**src/rtl/core/indic_break_tailor_unit_assert.svh**
```systemverilog
// Assertion macros for the Indic break tailoring unit.
// Included by the top level; relies on no other file.
`ifndef INDIC_BREAK_TAILOR_UNIT_ASSERT_SVH
`define INDIC_BREAK_TAILOR_UNIT_ASSERT_SVH

// Same-cycle implication, checked outside reset
`define IBT_ASSERT_NOW(label, clk, rst_n, ante, cons, msg) \
	label: assert property (@(posedge clk) disable iff (!(rst_n)) (ante) |-> (cons)) \
		else $error(msg);

// Next-cycle implication, checked outside reset
`define IBT_ASSERT_NEXT(label, clk, rst_n, ante, cons, msg) \
	label: assert property (@(posedge clk) disable iff (!(rst_n)) (ante) |=> (cons)) \
		else $error(msg);

`endif

```
**src/rtl/core/ibt_pkg.sv**
```systemverilog
// Shared types, code point constants and register indexes of the Indic break tailoring unit.
// No dependencies; used by every module of the block.
`default_nettype none

package ibt_pkg;

	localparam int FLAGS_W     = 16;
	localparam int CP_W        = 21;
	localparam int CFG_INDEX_W = 3;
	localparam int QUEUE_DEPTH = 4;

	// Item kinds
	localparam logic OP_CHAR = 1'b0;
	localparam logic OP_END  = 1'b1;

	// Register indexes
	localparam logic [CFG_INDEX_W-1:0] CFG_SINHALA   = 3'd0;
	localparam logic [CFG_INDEX_W-1:0] CFG_CURSOR    = 3'd1;
	localparam logic [CFG_INDEX_W-1:0] CFG_CHAR_BRK  = 3'd2;
	localparam logic [CFG_INDEX_W-1:0] CFG_LINE_BRK  = 3'd3;
	localparam logic [CFG_INDEX_W-1:0] CFG_LINE_NA   = 3'd4;
	localparam logic [CFG_INDEX_W-1:0] CFG_BACKSPACE = 3'd5;

	// Code points
	localparam logic [CP_W-1:0] CP_SI_VIRAMA  = 21'h000DCA;
	localparam logic [CP_W-1:0] CP_ZWJ        = 21'h00200D;
	localparam logic [CP_W-1:0] CP_ZWNJ       = 21'h00200C;
	localparam logic [CP_W-1:0] CP_SI_CONS_LO = 21'h000D9A;
	localparam logic [CP_W-1:0] CP_SI_CONS_HI = 21'h000DC6;

	typedef struct packed {
		logic                op;
		logic [CP_W-1:0]     code_point;
		logic [FLAGS_W-1:0]  flags_in;
	} in_item_t;

	typedef struct packed {
		logic [FLAGS_W-1:0]  flags_out;
		logic                last;
	} out_item_t;

	typedef struct packed {
		logic                sinhala;
		logic [FLAGS_W-1:0]  cursor_mask;
		logic [FLAGS_W-1:0]  char_mask;
		logic [FLAGS_W-1:0]  line_mask;
		logic [FLAGS_W-1:0]  line_na;
		logic [FLAGS_W-1:0]  bs_mask;
	} cfg_t;

	// Character class bits; all clear for code point 0 (no character)
	typedef struct packed {
		logic nz;
		logic zwj;
		logic zwnj;
		logic si_virama;
		logic si_cons;
		logic virama;
		logic nukta;
	} cp_class_t;

	typedef struct packed {
		logic                op;
		cp_class_t           cls;
		logic [FLAGS_W-1:0]  flags;
	} q_item_t;

	typedef enum logic {
		BK_STREAM,
		BK_FLUSH
	} bk_state_t;

	typedef struct packed {
		logic [1:0] held;
		logic       flushing;
		logic       pop;
		logic       emit_last;
	} bk_status_t;

endpackage

`default_nettype wire

```
**src/rtl/core/ibt_front.sv**
```systemverilog
// Front end: input handshake and code point classification into queue words.
// Depends on ibt_pkg.
`default_nettype none

module ibt_front (
	input  logic               in_valid,
	output logic               in_ready,
	input  ibt_pkg::in_item_t  in_data,
	input  logic               q_full,
	output logic               push,
	output ibt_pkg::q_item_t   push_item
);

	function automatic ibt_pkg::cp_class_t classify(input logic [ibt_pkg::CP_W-1:0] c);
		ibt_pkg::cp_class_t r;
		r.nz        = (c != '0);
		r.zwj       = (c == ibt_pkg::CP_ZWJ);
		r.zwnj      = (c == ibt_pkg::CP_ZWNJ);
		r.si_virama = (c == ibt_pkg::CP_SI_VIRAMA);
		r.si_cons   = (c >= ibt_pkg::CP_SI_CONS_LO) && (c <= ibt_pkg::CP_SI_CONS_HI);
		r.virama    = (c == 21'h09CD) || (c == 21'h0ACD) || (c == 21'h094D) ||
			(c == 21'h0CCD) || (c == 21'h0D4D) || (c == 21'h0B4D) ||
			(c == 21'h0A4D) || (c == 21'h0BCD) || (c == 21'h0C4D);
		r.nukta     = (c >= 21'h09DC && c <= 21'h09DF) || (c >= 21'h0958 && c <= 21'h095F) ||
			(c == 21'h0931) || (c >= 21'h0CC7 && c <= 21'h0CC8) ||
			(c >= 21'h0CCA && c <= 21'h0CCB) || (c >= 21'h0BCA && c <= 21'h0BCC) ||
			(c == 21'h0C47) || (c == 21'h0C48) || (c == 21'h0B48) ||
			(c == 21'h0B4B) || (c == 21'h0B4C) || (c >= 21'h0A59 && c <= 21'h0A5C) ||
			(c == 21'h0A5E) || (c == 21'h0A33) || (c == 21'h0A36) ||
			(c == 21'h09CB) || (c == 21'h09CC) || (c >= 21'h0D4A && c <= 21'h0D4C);
		return r;
	endfunction

	// Take a word whenever the queue has room
	assign in_ready = !q_full;
	assign push     = in_valid && in_ready;

	// Classify the code point; an end word carries no character
	always_comb begin
		push_item.op    = in_data.op;
		push_item.flags = in_data.flags_in;
		if (in_data.op == ibt_pkg::OP_END) begin
			push_item.cls = '0;
		end else begin
			push_item.cls = classify(in_data.code_point);
		end
	end

endmodule

`default_nettype wire

```
**src/rtl/core/ibt_queue.sv**
```systemverilog
// Small register queue between the front end and the tailoring back end.
// Depends on ibt_pkg.
`default_nettype none

module ibt_queue #(
	parameter int DEPTH = ibt_pkg::QUEUE_DEPTH
) (
	input  logic              clk,
	input  logic              arst_n,
	input  logic              push,
	input  ibt_pkg::q_item_t  push_item,
	output logic              full,
	input  logic              pop,
	output logic              head_valid,
	output ibt_pkg::q_item_t  head
);

	localparam int PTR_W = $clog2(DEPTH);
	localparam int CNT_W = $clog2(DEPTH + 1);

	ibt_pkg::q_item_t   mem_q [DEPTH];
	logic [PTR_W-1:0]   wr_ptr_q;
	logic [PTR_W-1:0]   rd_ptr_q;
	logic [CNT_W-1:0]   count_q;

	assign full       = (count_q == CNT_W'(DEPTH));
	assign head_valid = (count_q != '0);
	assign head       = mem_q[rd_ptr_q];

	// Advance pointers and occupancy
	always_ff @(posedge clk or negedge arst_n) begin
		if (!arst_n) begin
			wr_ptr_q <= '0;
			rd_ptr_q <= '0;
			count_q  <= '0;
		end else begin
			if (push) begin
				wr_ptr_q <= (wr_ptr_q == PTR_W'(DEPTH - 1)) ? '0 : wr_ptr_q + PTR_W'(1);
			end
			if (pop) begin
				rd_ptr_q <= (rd_ptr_q == PTR_W'(DEPTH - 1)) ? '0 : rd_ptr_q + PTR_W'(1);
			end
			if (push && !pop) begin
				count_q <= count_q + CNT_W'(1);
			end else if (pop && !push) begin
				count_q <= count_q - CNT_W'(1);
			end
		end
	end

	// Store the pushed word
	always_ff @(posedge clk) begin
		if (push) begin
			mem_q[wr_ptr_q] <= push_item;
		end
	end

endmodule

`default_nettype wire

```
**src/rtl/core/ibt_back.sv**
```systemverilog
// Back end: three-position tailoring window, end-of-text flush and output register.
// Depends on ibt_pkg.
`default_nettype none

module ibt_back (
	input  logic                 clk,
	input  logic                 arst_n,
	input  ibt_pkg::cfg_t        cfg,
	input  logic                 head_valid,
	input  ibt_pkg::q_item_t     head,
	output logic                 head_pop,
	output logic                 out_valid,
	input  logic                 out_ready,
	output ibt_pkg::out_item_t   out_data,
	output ibt_pkg::bk_status_t  status
);

	localparam logic [1:0] HELD_MAX = 2'd2;

	typedef struct packed {
		logic [ibt_pkg::FLAGS_W-1:0] f0;
		logic [ibt_pkg::FLAGS_W-1:0] f1;
		logic [ibt_pkg::FLAGS_W-1:0] f2;
		logic                        conj;
	} tailor_t;

	// Suppress: drop cursor, char and line break bits, mark line break not allowed
	function automatic logic [ibt_pkg::FLAGS_W-1:0] suppress(input ibt_pkg::cfg_t c,
		input logic [ibt_pkg::FLAGS_W-1:0] f);
		return (f & ~(c.cursor_mask | c.char_mask | c.line_mask)) | c.line_na;
	endfunction

	// Tailor the oldest character of the window
	function automatic tailor_t tailor(input ibt_pkg::cfg_t c,
		input ibt_pkg::cp_class_t c0, input ibt_pkg::cp_class_t c1,
		input ibt_pkg::cp_class_t c2, input ibt_pkg::cp_class_t prev, input logic conj,
		input logic [ibt_pkg::FLAGS_W-1:0] f0, input logic [ibt_pkg::FLAGS_W-1:0] f1,
		input logic [ibt_pkg::FLAGS_W-1:0] f2);
		tailor_t r;
		r.f0   = f0;
		r.f1   = f1;
		r.f2   = f2;
		r.conj = conj;
		if (c0.nukta) begin
			r.f1 = r.f1 & ~c.bs_mask;
		end
		if (c.sinhala) begin
			if ((c0.si_virama && c1.zwj) || (c0.zwj && c1.si_virama)) begin
				r.f0   = suppress(c, r.f0);
				r.f1   = suppress(c, r.f1);
				r.conj = 1'b1;
			end else if (conj && (prev.zwj || prev.si_virama) && c0.si_cons) begin
				r.f0   = suppress(c, r.f0);
				r.conj = 1'b0;
			end else if (!conj && prev.si_virama && !c0.zwj) begin
				r.f0 = r.f0 | c.cursor_mask;
			end
		end else if (prev.nz && (c0.zwj || c0.zwnj)) begin
			r.f0 = suppress(c, r.f0);
			if (c1.nz) begin
				r.f1 = suppress(c, r.f1);
				if (c2.nz && c1.virama) begin
					r.f2 = suppress(c, r.f2);
				end
			end
		end
		return r;
	endfunction

	ibt_pkg::bk_state_t           state_q;
	ibt_pkg::bk_state_t           state_d;
	logic [1:0]                   held_q;
	ibt_pkg::cp_class_t           cls_q [2];
	logic [ibt_pkg::FLAGS_W-1:0]  flags_q [2];
	ibt_pkg::cp_class_t           prev_q;
	logic                         conj_q;
	logic                         out_valid_q;
	ibt_pkg::out_item_t           out_q;

	ibt_pkg::cp_class_t           vc [3];
	logic [ibt_pkg::FLAGS_W-1:0]  vf [3];
	tailor_t                      t;
	logic                         head_end;
	logic                         out_free;
	logic                         do_fill;
	logic                         do_step;
	logic                         do_final;
	logic                         flushing;
	ibt_pkg::out_item_t           emit;

	assign flushing = (state_q == ibt_pkg::BK_FLUSH);
	assign head_end = (head.op == ibt_pkg::OP_END);

	// Assemble the window: held characters plus the queue head at the fill position
	always_comb begin
		for (int i = 0; i < 3; i++) begin
			vc[i] = '0;
			vf[i] = '0;
		end
		for (int i = 0; i < 2; i++) begin
			if (2'(i) < held_q) begin
				vc[i] = cls_q[i];
				vf[i] = flags_q[i];
			end
		end
		case (held_q)
			2'd0: begin
				vc[0] = head_end ? '0 : head.cls;
				vf[0] = flushing ? flags_q[0] : head.flags;
			end
			2'd1: begin
				vc[1] = head_end ? '0 : head.cls;
				vf[1] = flushing ? flags_q[1] : head.flags;
			end
			2'd2: begin
				vc[2] = head_end ? '0 : head.cls;
				vf[2] = head.flags;
			end
			default: begin
			end
		endcase
	end

	assign t = tailor(cfg, vc[0], vc[1], vc[2], prev_q, conj_q, vf[0], vf[1], vf[2]);

	// Next state: enter flush on an end word with characters held, leave on the final word
	always_comb begin
		state_d = state_q;
		case (state_q)
			ibt_pkg::BK_STREAM: begin
				if (do_step && head_end && (held_q != 2'd0)) begin
					state_d = ibt_pkg::BK_FLUSH;
				end
			end
			ibt_pkg::BK_FLUSH: begin
				if (do_final) begin
					state_d = ibt_pkg::BK_STREAM;
				end
			end
			default: state_d = ibt_pkg::BK_STREAM;
		endcase
	end

	// Step control: fill the window, tailor one character, or emit the end word
	always_comb begin
		out_free = !out_valid_q || out_ready;
		do_fill  = head_valid && !head_end && (held_q != HELD_MAX);
		do_step  = head_valid && out_free && (head_end || (held_q == HELD_MAX));
		do_final = do_step && head_end && (held_q == 2'd0);
		head_pop = do_fill || (do_step && (!head_end || (held_q == 2'd0)));
		emit.flags_out = do_final ? vf[0] : t.f0;
		emit.last      = do_final;
	end

	// Control registers
	always_ff @(posedge clk or negedge arst_n) begin
		if (!arst_n) begin
			state_q     <= ibt_pkg::BK_STREAM;
			held_q      <= '0;
			prev_q      <= '0;
			conj_q      <= 1'b0;
			out_valid_q <= 1'b0;
		end else begin
			state_q <= state_d;
			if (do_fill) begin
				held_q <= held_q + 2'd1;
			end else if (do_final) begin
				held_q <= '0;
				prev_q <= '0;
				conj_q <= 1'b0;
			end else if (do_step) begin
				prev_q <= vc[0];
				conj_q <= t.conj;
				if (head_end) begin
					held_q <= held_q - 2'd1;
				end
			end
			if (do_step) begin
				out_valid_q <= 1'b1;
			end else if (out_ready) begin
				out_valid_q <= 1'b0;
			end
		end
	end

	// Window and output payload: load, shift, hold
	always_ff @(posedge clk) begin
		if (do_fill) begin
			cls_q[held_q[0]]   <= head.cls;
			flags_q[held_q[0]] <= head.flags;
		end else if (do_step && !do_final) begin
			cls_q[0]   <= vc[1];
			cls_q[1]   <= vc[2];
			flags_q[0] <= t.f1;
			flags_q[1] <= t.f2;
		end
		if (do_step) begin
			out_q <= emit;
		end
	end

	assign out_valid        = out_valid_q;
	assign out_data         = out_q;
	assign status.held      = held_q;
	assign status.flushing  = flushing;
	assign status.pop       = head_pop;
	assign status.emit_last = do_final;

endmodule

`default_nettype wire

```
**src/rtl/core/indic_break_tailor_unit.sv**
```systemverilog
// Indic break tailoring unit. A code point word is accepted every cycle while the input queue
// has room; each one, once two characters are held, yields one tailored break word two
// positions late, and that result is held in the single-word output register. An end-of-text word
// yields one result per held character plus the final word (marked last), one per cycle while
// the output is not stalled. A four-entry queue lets input and output stall independently.
// Registers are written through the plain write port; the user must write them only while the
// unit is idle, as the block itself does not enforce it. There is no clearing pass after reset.
// Depends on ibt_pkg, ibt_front, ibt_queue, ibt_back and the assertion macro header.
`default_nettype none

`include "indic_break_tailor_unit_assert.svh"

module indic_break_tailor_unit #(
	parameter int QUEUE_DEPTH = ibt_pkg::QUEUE_DEPTH
) (
	input  logic                               clk,
	input  logic                               arst_n,
	input  logic                               in_valid,
	output logic                               in_ready,
	input  ibt_pkg::in_item_t                  in_data,
	output logic                               out_valid,
	input  logic                               out_ready,
	output ibt_pkg::out_item_t                 out_data,
	input  logic                               cfg_we,
	input  logic [ibt_pkg::CFG_INDEX_W-1:0]    cfg_index,
	input  logic [ibt_pkg::FLAGS_W-1:0]        cfg_data
);

	ibt_pkg::cfg_t       cfg_q;
	logic                q_full;
	logic                q_push;
	ibt_pkg::q_item_t    q_push_item;
	logic                q_pop;
	logic                q_valid;
	ibt_pkg::q_item_t    q_head;
	ibt_pkg::bk_status_t bk_status;

	// Register write decode; indexes past the list are dropped
	always_ff @(posedge clk or negedge arst_n) begin
		if (!arst_n) begin
			cfg_q <= '0;
		end else if (cfg_we) begin
			case (cfg_index)
				ibt_pkg::CFG_SINHALA:   cfg_q.sinhala     <= cfg_data[0];
				ibt_pkg::CFG_CURSOR:    cfg_q.cursor_mask <= cfg_data;
				ibt_pkg::CFG_CHAR_BRK:  cfg_q.char_mask   <= cfg_data;
				ibt_pkg::CFG_LINE_BRK:  cfg_q.line_mask   <= cfg_data;
				ibt_pkg::CFG_LINE_NA:   cfg_q.line_na     <= cfg_data;
				ibt_pkg::CFG_BACKSPACE: cfg_q.bs_mask     <= cfg_data;
				default: begin
				end
			endcase
		end
	end

	ibt_front u_front (
		.in_valid  (in_valid),
		.in_ready  (in_ready),
		.in_data   (in_data),
		.q_full    (q_full),
		.push      (q_push),
		.push_item (q_push_item)
	);

	ibt_queue #(
		.DEPTH (QUEUE_DEPTH)
	) u_queue (
		.clk        (clk),
		.arst_n     (arst_n),
		.push       (q_push),
		.push_item  (q_push_item),
		.full       (q_full),
		.pop        (q_pop),
		.head_valid (q_valid),
		.head       (q_head)
	);

	ibt_back u_back (
		.clk        (clk),
		.arst_n     (arst_n),
		.cfg        (cfg_q),
		.head_valid (q_valid),
		.head       (q_head),
		.head_pop   (q_pop),
		.out_valid  (out_valid),
		.out_ready  (out_ready),
		.out_data   (out_data),
		.status     (bk_status)
	);

	// Window never holds more than two untailored characters between words
	`IBT_ASSERT_NOW(a_held_max, clk, arst_n, 1'b1, bk_status.held != 2'd3, "window overfilled")
	// A flush only runs with its end word still at the queue head
	`IBT_ASSERT_NOW(a_flush_head, clk, arst_n, bk_status.flushing, q_valid && (q_head.op == ibt_pkg::OP_END), "flush without end word")
	// The final word retires the end word
	`IBT_ASSERT_NOW(a_last_pops, clk, arst_n, bk_status.emit_last, bk_status.pop, "final word without pop")
	// After the final word the stream state is back to empty
	`IBT_ASSERT_NEXT(a_end_clears, clk, arst_n, bk_status.emit_last, (bk_status.held == 2'd0) && !bk_status.flushing, "state not cleared after end")

endmodule

`default_nettype wire
```
**config.mk**
```make
export PLATFORM = sky130hd
export DESIGN_NAME = indic_break_tailor_unit
export DESIGN_NICKNAME = d
export VERILOG_FILES = /design/src/rtl/core/ibt_pkg.sv /design/src/rtl/core/ibt_front.sv /design/src/rtl/core/ibt_queue.sv /design/src/rtl/core/ibt_back.sv /design/src/rtl/core/indic_break_tailor_unit.sv
export VERILOG_INCLUDE_DIRS = /design/src /design/src/rtl/core
export SDC_FILE = /design/constraint.sdc
export NUM_CORES = 1
export LEC_CHECK = 0
export ABC_AREA = 1
export BUFFER_PORTS_ARGS = -buffer_cell sky130_fd_sc_hd__buf_2
export CORE_MARGIN = 10
export CORE_UTILIZATION = 56
export CTS_CLUSTER_SIZE = 16
export DETAILED_ROUTE_END_ITERATION = 6
export PLACE_DENSITY = 0.72
export SYNTH_ARGS = -nofsm -noshare
export SYNTH_HDL_FRONTEND = slang
export SYNTH_SLANG_ARGS = --single-unit
```
**constraint.sdc**
```tcl
create_clock -name clk -period 4 [get_ports clk]
set_input_delay 0.2 -clock clk [delete_from_list [all_inputs] [get_ports clk]]
set_output_delay 0.2 -clock clk [all_outputs]
set_load 0.1 [all_outputs]
```
==> results of run 1 <==
-- layer usage --
layer / global-route usage (%) / vias to the layer above
li1: - / 5531
met1: 33.9 / 5300
met2: 35.4 / 511
met3: 3.77 / 54
met4: 5.55 / 0
met5: 0 / -
-- cells by family after synthesis --
| group | after synthesis | share of synthesized area [%] |
|---|---|---|
| simple gates | 886 | 27.7 |
| fa+ha+maj | 11 | 1.08 |
| mux | 1 | 0.0840 |
| buf+inv | 212 | 7.12 |
| xor+xnor | 2 | 0.131 |
| flops | 254 | 53.3 |
| compound gates | 254 | 10.5 |
-- state kept, by name (all words and copies together), names as in the netlist, named ones only --
signal / count
u_back.conj_q: 1
u_back.out_data: 17
u_back.out_valid: 1
u_back.prev_q: 3
u_queue.count_q: 3
u_back.held_q: 2
u_back.flags_q: 32
u_queue.wr_ptr_q: 2
u_queue.mem_q: 96
cfg_q: 81
u_queue.rd_ptr_q: 2
u_back.cls_q: 13
-- power groups by stage --
stage          combinational (uW)  clock [uW]  sequential, uW
2_1_floorplan                4270           0            5020
3_3_place_gp                 6250           0            4360
3_5_place_dp                 6350           0            4380
4_1_cts                      6420        2800            4340
5_1_grt                      7190        2920            4420
6_report                     6480        2780            4340
-- final cells by class --
class | count | area [um^2]
Inverter | 145 | 544
Sequential cell | 254 | 7150
Fill cell | 2027 | 8340
Clock inverter | 14 | 223
Multi-Input combinational cell | 1154 | 5320
Tap cell | 319 | 399
Timing Repair Buffer | 124 | 796
Clock buffer | 38 | 779
-- cells in the final DEF (no fill, tap or decap), types with 25 or more instances in the layout --
cell type / count
nor2_1: 95
nand3_1: 131
nor3_1: 27
nand2_1: 588
a21oi_1: 58
dlygate4sd3_1: 25
buf_2: 79
clkbuf_16: 29
o21ai_0: 130
inv_1: 135
edfxtp_1: 158
dfrtp_1: 96
-- worst max-delay path: stages (launching register included) --
cell and delay [ps]:
dfrtp_1 430, inv_1 140, ha_1 380, inv_1 280, nor2_1 70, inv_1 690
o21ai_0 440, a21oi_1 380, a21oi_1 110, nand2_1 100, nand2_1 50, nand2_1 50
nand2_1 60
-- worst max-delay path by stage --
| stage | startpoint | endpoint | slack [ps] | depth (start not counted) |
|---|---|---|---|---|
| 5_1_grt | u_back.held_q[0] | u_back.out_data[13] | 250 | 12 |
| 2_1_floorplan | u_back.out_valid | u_back.cls_q[1][0] | 730 | 8 |
| 4_1_cts | u_back.held_q[0] | u_back.out_data[13] | 660 | 12 |
| 3_3_place_gp | u_back.held_q[0] | u_back.out_data[13] | 670 | 12 |
| 6_report | u_back.held_q[0] | u_back.out_data[13] | 570 | 12 |
| 3_5_place_dp | u_back.held_q[0] | u_back.out_data[13] | 660 | 12 |
-- stage by stage --
step	setup slack (ps)	area (um^2)	hold WS (ps)	std cells	power [uW]
finish	567	15200	17.8	2048	13600
global route	253	15200	33.3	2048	14500
CTS	658	15200	0.390	2048	13600
detailed placement	662	14000	295	1971	10700
global placement	672	14000	291	1971	10600
floorplan	730	13400	-95.6	1620	9290
-- what timing repair did --
item	CTS	global route
hold buffers	25	0
endpoints found under the hold margin	129	0
buffers inserted	0	0
resized for setup	0	0
==> key figures, run 1 <==
Synth
  – Post-synthesis sequential element count: 254
  – Post-synthesis async set-or-reset flop share: 37.8%
  – Top-area cell type share of the netlist area: 35.4%
  – Number of enable flip-flop cells after synthesis: 158
  – Seq/Total Area, Yosys: 53.3%
  – Synth area leaders: edfxtp_1 35%, dfrtp_1 18%, nand2_1 16%
  – Instance count of the mapped netlist: 1620
  – Cell with the most instances after synthesis: nand2_1
  – Nets in the synthesized netlist: 1693
  – Most frequent cells after synthesis: 588 x nand2_1, 158 x edfxtp_1, 135 x inv_1
  – Yosys warnings: 0
  – Cell area after technology mapping: 13400 um^2
  – Number of unique standard cell types used by synthesis: 49
  – Top FF cell, synth: edfxtp_1
  – Synthesized area per cell: 8.27 um^2
  – Cell type contributing the most total cell area after synthesis: edfxtp_1

Critical path
  – Startpoint kind of the worst setup timing path: flip-flop
  – Data arrival time of the worst path: 3730 ps
  – Reg2Reg Capture Point: u_back.out_data[13]
  – Critical Setup Path Class: reg2reg
  – Data required time at the worst endpoint: 4300 ps
  – Kind of end point of the critical path: flip-flop
  – Worst-case reg-to-reg path depth: 12
  – Worst flop-to-flop path startpoint: u_back.held_q[0]
  – Maximum fanout encountered on the critical timing path: 32
  – Register-to-register path setup slack: 570 ps

Detailed routing
  – Total length of routed met3 wires: 3160 um
  – Met2 WL post-DR: 15900 um
  – Routed met1 length: 16400 um
  – Post-detailed-route DRC marker count: 2
  – Average via count per standard cell: 5.56
  – Number of DRC markers after the initial detailed-route iteration: 1411
  – Routed length per placed instance: 17.6 um
  – Top metal layer carrying routed signals: met4
  – Residual antenna-violating net count after detailed routing: 0
  – Total wire length: 36000 um
  – First-pass DRT Iterations: 7
  – Total vias in the final route: 11400

STA
  – Achievable Freq: 291 MHz
  – Setup TNS: 0 ps
  – Portion of the clock cycle consumed by the worst path in the final layout: 85.8%
  – Hold violation total from the final report: 0
  – Setup repair after global routing missed its margin: false
  – Transition at the pin with the smallest max-transition slack: 1220 ps
  – Min Tclk post-route: 3430 ps
  – Fin Clk Skew: 24.6 ps
  – Worst-case headroom to the max-slew limit: 18.8%
  – Final setup violation count: 0
  – Number of pins with negative max-slew slack in the final report: 0

Place
  – Port Buf Inserts: 80
  – Placed wire-length estimate after detailed placement: 25200 um
  – Final RePlAce weighted congestion: 0.915

Run status
  – Failing checks: DRC
  – Run status: complete, but fails checks

Hold path
  – Startpoint of the worst hold path: cfg_data[9]
  – Hold-critical path endpoint: cfg_q[57]
  – Count of cells along the worst hold path: 3
  – Class of the tightest hold or removal check: in2reg

Pwr
  – PwrDens: 894 nW/um^2
  – Leakage power: 0.00692 uW
  – Share of total power in the clock network: 20.4%
  – Fraction of power consumed by combinational cells: 47.7%
  – Part of the power in registers: 31.9%
  – Max VDD drop: 586 uV
  – Internal cell power: 7460 uW
  – Net Sw Power: 6140 uW
  – Switching Share: 45.2%

Global routing
  – Maximum number of pins on one net before global-route repair: 53
  – Initial antenna violation count: 0
  – Number of global-route vias before repair: 10800
  – Global-route usage over all layers: 23.2%
  – Congestion Overflow GR: 0
  – Global-route wire length before repair: 58500 um

Layout
  – Number of nets in the layout: 1780
  – Fraction of final layout cells sized beyond drive strength 1: 11.3%
  – Final design utilization: 64.6%
  – Layout Area Growth over Synthesis: 13.5%
  – ANT cells: 0

Floorplanning
  – Die span in x: 175 um
  – Total die area: 30500 um^2
  – Ports: 81
  – Initial Util: 56.9%
  – Placeable Area: 23500 um^2
  – Floorplan die height: 175 um
  – Count of standard-cell rows: 56

Run
  – Number of max-capacitance violations reported: 0

Clock tree
  – Register clock-pin slew on the reported worst setup and hold paths: 60 ps
  – Level count of the clock H-tree: 1
  – Root buffer cell: clkbuf_16
  – Bufs on Longest Clock Path: 3
  – Insertion delay of the later-clocked pin in the worst-skew pair: 550 ps
  – TritonCTS Buffers: 28
  – TritonCTS clock tree: yes
  – CTS sink cnt: 254
Power figures use the tool's default switching activity.
==> run 2: changes to the inputs <==
--- a/config.mk
+++ b/config.mk
@@ -7,11 +7,13 @@
 export NUM_CORES = 1
 export LEC_CHECK = 0
 export ABC_AREA = 1
+export ABC_CLOCK_PERIOD_IN_PS = 4000
 export BUFFER_PORTS_ARGS = -buffer_cell sky130_fd_sc_hd__buf_2
 export CORE_MARGIN = 10
 export CORE_UTILIZATION = 56
 export CTS_CLUSTER_SIZE = 16
 export DETAILED_ROUTE_END_ITERATION = 6
+export HOLD_SLACK_MARGIN = 0.02
 export PLACE_DENSITY = 0.72
 export SYNTH_ARGS = -nofsm -noshare
 export SYNTH_HDL_FRONTEND = slang
==> run 2 against run 1 <==
Effect of this change: the run now ends clean; clock-buffer cell count stayed put; utilization is 0.30 points higher; global-route usage is 0.088 points higher; via count hardly changed; fmax is 0.56% lower; cell count is 0.34% higher; design area is 0.46% higher; sequential share of layout area is 0.22 points lower; clock power hardly changed; hold slack better by 13 ps; sequential power hardly changed; highest routed layer unchanged.
==> key figures, run 2 (synthesized netlist as in run 1, its figures left out) <==
Critical path
  – Crit. path cell count: 12
  – Kind of end point of the critical path: flip-flop
  – Delay of the slowest critical-path stage: 690 ps
  – Data required time at the worst endpoint: 4300 ps
  – Family with the most delay on the worst path: buffers and inverters
  – Worst-case reg-to-reg path depth: 12
  – Critical path buffers and inverters: 3
  – Startpoint kind of the worst setup timing path: flip-flop
  – Most frequent cell on the critical path: nand2_1
  – Crit-path slowest cell: inv_1
  – Worst flop-to-flop path startpoint: u_back.held_q[0]
  – Maximum fanout encountered on the critical timing path: 32
  – Crit path cell chain: inv_1 -> ha_1 -> inv_1 -> nor2_1 -> inv_1 -> o21ai_0 -> a21oi_1 -> a21oi_1 -> nand2_1 -> nand2_1 -> nand2_1 -> nand2_1
  – Register-to-register path setup slack: 550 ps
  – Critical Setup Path Class: reg2reg
  – Reg2Reg Capture Point: u_back.out_data[13]
  – Data arrival time of the worst path: 3750 ps

Detailed routing
  – Post-detailed-route DRC marker count: 0
  – Routed length per placed instance: 17.6 um
  – Total wire length: 36200 um
  – First-pass DRT Iterations: 6
  – Total vias in the final route: 11400
  – Residual antenna-violating net count after detailed routing: 0
  – Average via count per standard cell: 5.55
  – Number of DRC markers after the initial detailed-route iteration: 1481

Run status
  – Run status: completed

Global routing
  – Global-route wire length before repair: 58700 um
  – Congestion Overflow GR: 0
  – Maximum number of pins on one net before global-route repair: 53
  – Initial antenna violation count: 0
  – Global-route usage over all layers: 23.3%
  – Number of global-route vias before repair: 10800

Clock tree
  – Register clock-pin slew on the reported worst setup and hold paths: 60 ps
  – Insertion delay of the later-clocked pin in the worst-skew pair: 540 ps
  – TritonCTS Buffers: 28
  – Level count of the clock H-tree: 1
  – Setup Fix Bufs, Post-CTS: 0
  – Bufs on Longest Clock Path: 3
  – Number of resized instances in the post-cts repair step: 0
  – Root buffer cell: clkbuf_16
  – CTS sink cnt: 254
  – TritonCTS clock tree: yes

Layout
  – ANT cells: 0
  – Biggest regs: u_queue.mem_q: 96 flops, cfg_q: 81 flops, u_back.flags_q: 32 flops
  – Final design utilization: 64.9%
  – Most used cells in the layout excluding fill and tap cells: 588 x nand2_1, 158 x edfxtp_1, 135 x inv_1
  – Number of nets in the layout: 1787
  – Fraction of final layout cells sized beyond drive strength 1: 11.3%
  – Most common cell after layout, fill and taps aside: nand2_1
  – Most flops, register: u_queue.mem_q
  – Layout Area Growth over Synthesis: 14.0%
  – Max FFs per register: 96

Pwr
  – PwrDens: 890 nW/um^2
  – Final Power: 13600 uW
  – Max VDD drop: 589 uV
  – Leakage power: 0.00694 uW

STA
  – Number of pins with negative max-slew slack in the final report: 0
  – Worst-case headroom to the max-slew limit: 19.7%
  – Setup TNS: 0 ps
  – Hold violation total from the final report: 0
  – Setup repair after global routing missed its margin: false
  – Achievable Freq: 290 MHz
  – Min Tclk post-route: 3450 ps
  – Fin Clk Skew: 23.7 ps
  – Portion of the clock cycle consumed by the worst path in the final layout: 86.3%
  – Final worst-path setup slack: 548 ps
  – Final setup violation count: 0
  – Transition at the pin with the smallest max-transition slack: 1200 ps

Hold path
  – Startpoint of the worst hold path: cfg_data[14]
  – Hold-critical path endpoint: cfg_q[46]
  – Count of cells along the worst hold path: 3
  – Class of the tightest hold or removal check: in2reg

Floorplanning
  – Total die area: 30500 um^2
  – Placeable Area: 23500 um^2
  – Die span in x: 175 um
  – Count of standard-cell rows: 56
  – Ports: 81
  – Initial Util: 56.9%
  – Floorplan die height: 175 um

Place
  – Placed wire-length estimate after detailed placement: 25200 um
  – Port Buf Inserts: 80
  – Pre-CTS setup slack: 662 ps
  – Final RePlAce weighted congestion: 0.915

Run
  – Number of max-capacitance violations reported: 0
run 2: cell type report:
type                    count  area (um^2)
repair buffers            131          866
clock inverters            14          223
well taps                 319          399
multi-input cells        1154         5320
flip-flops and latches    254         7150
clock buffers              38          779
inverters                 145          544
fillers                  2018         8270
run 2: what timing repair did:
item                       CTS  global route
setup endpoints to repair    0             0
hold buffers                32             0
hold endpoints to repair   155             0
run 2: worst max-delay path by stage:
stage | startpoint | slack (ps) | endpoint
global placement | u_back.held_q[0] | 670 | u_back.out_data[13]
global route | u_back.held_q[0] | 250 | u_back.out_data[13]
floorplan | u_back.out_valid | 730 | u_back.cls_q[1][0]
finish | u_back.held_q[0] | 550 | u_back.out_data[13]
detailed placement | u_back.held_q[0] | 660 | u_back.out_data[13]
CTS | u_back.held_q[0] | 660 | u_back.out_data[13]
run 2: worst reg2reg max path, cell delays in order, from the launching register on:
cell and delay [ps]:
dfrtp_1 420, inv_1 140, ha_1 390, inv_1 280, nor2_1 70, inv_1 690
o21ai_0 460, a21oi_1 380, a21oi_1 110, nand2_1 90, nand2_1 50, nand2_1 50
nand2_1 50
run 2: stage by stage:
| step | std cells | area [um^2] | hold slack (ps) |
|---|---|---|---|
| finish | 2055 | 15300 | 30.8 |
| global route | 2055 | 15300 | 46.9 |
| CTS | 2055 | 15300 | 22.2 |
| detailed placement | 1971 | 14000 | 295 |
| global placement | 1971 | 14000 | 291 |
| floorplan | 1620 | 13400 | -95.6 |
run 2: layer usage:
metal | routed length, um | up-vias | global-route usage, %
li1 | - | 5535 | -
met1 | 16400 | 5296 | 34.0
met2 | 15900 | 518 | 35.7
met3 | 3150 | 51 | 3.79
met4 | 640 | 0 | 5.55
met5 | 0 | - | 0
run 2: power by group:
| part | switching, uW | internal (uW) | total (uW) |
|---|---|---|---|
| Sequential | 358 | 3990 | 4340 |
| Combinational | 4750 | 1730 | 6490 |
| Clock | 1020 | 1750 | 2770 |
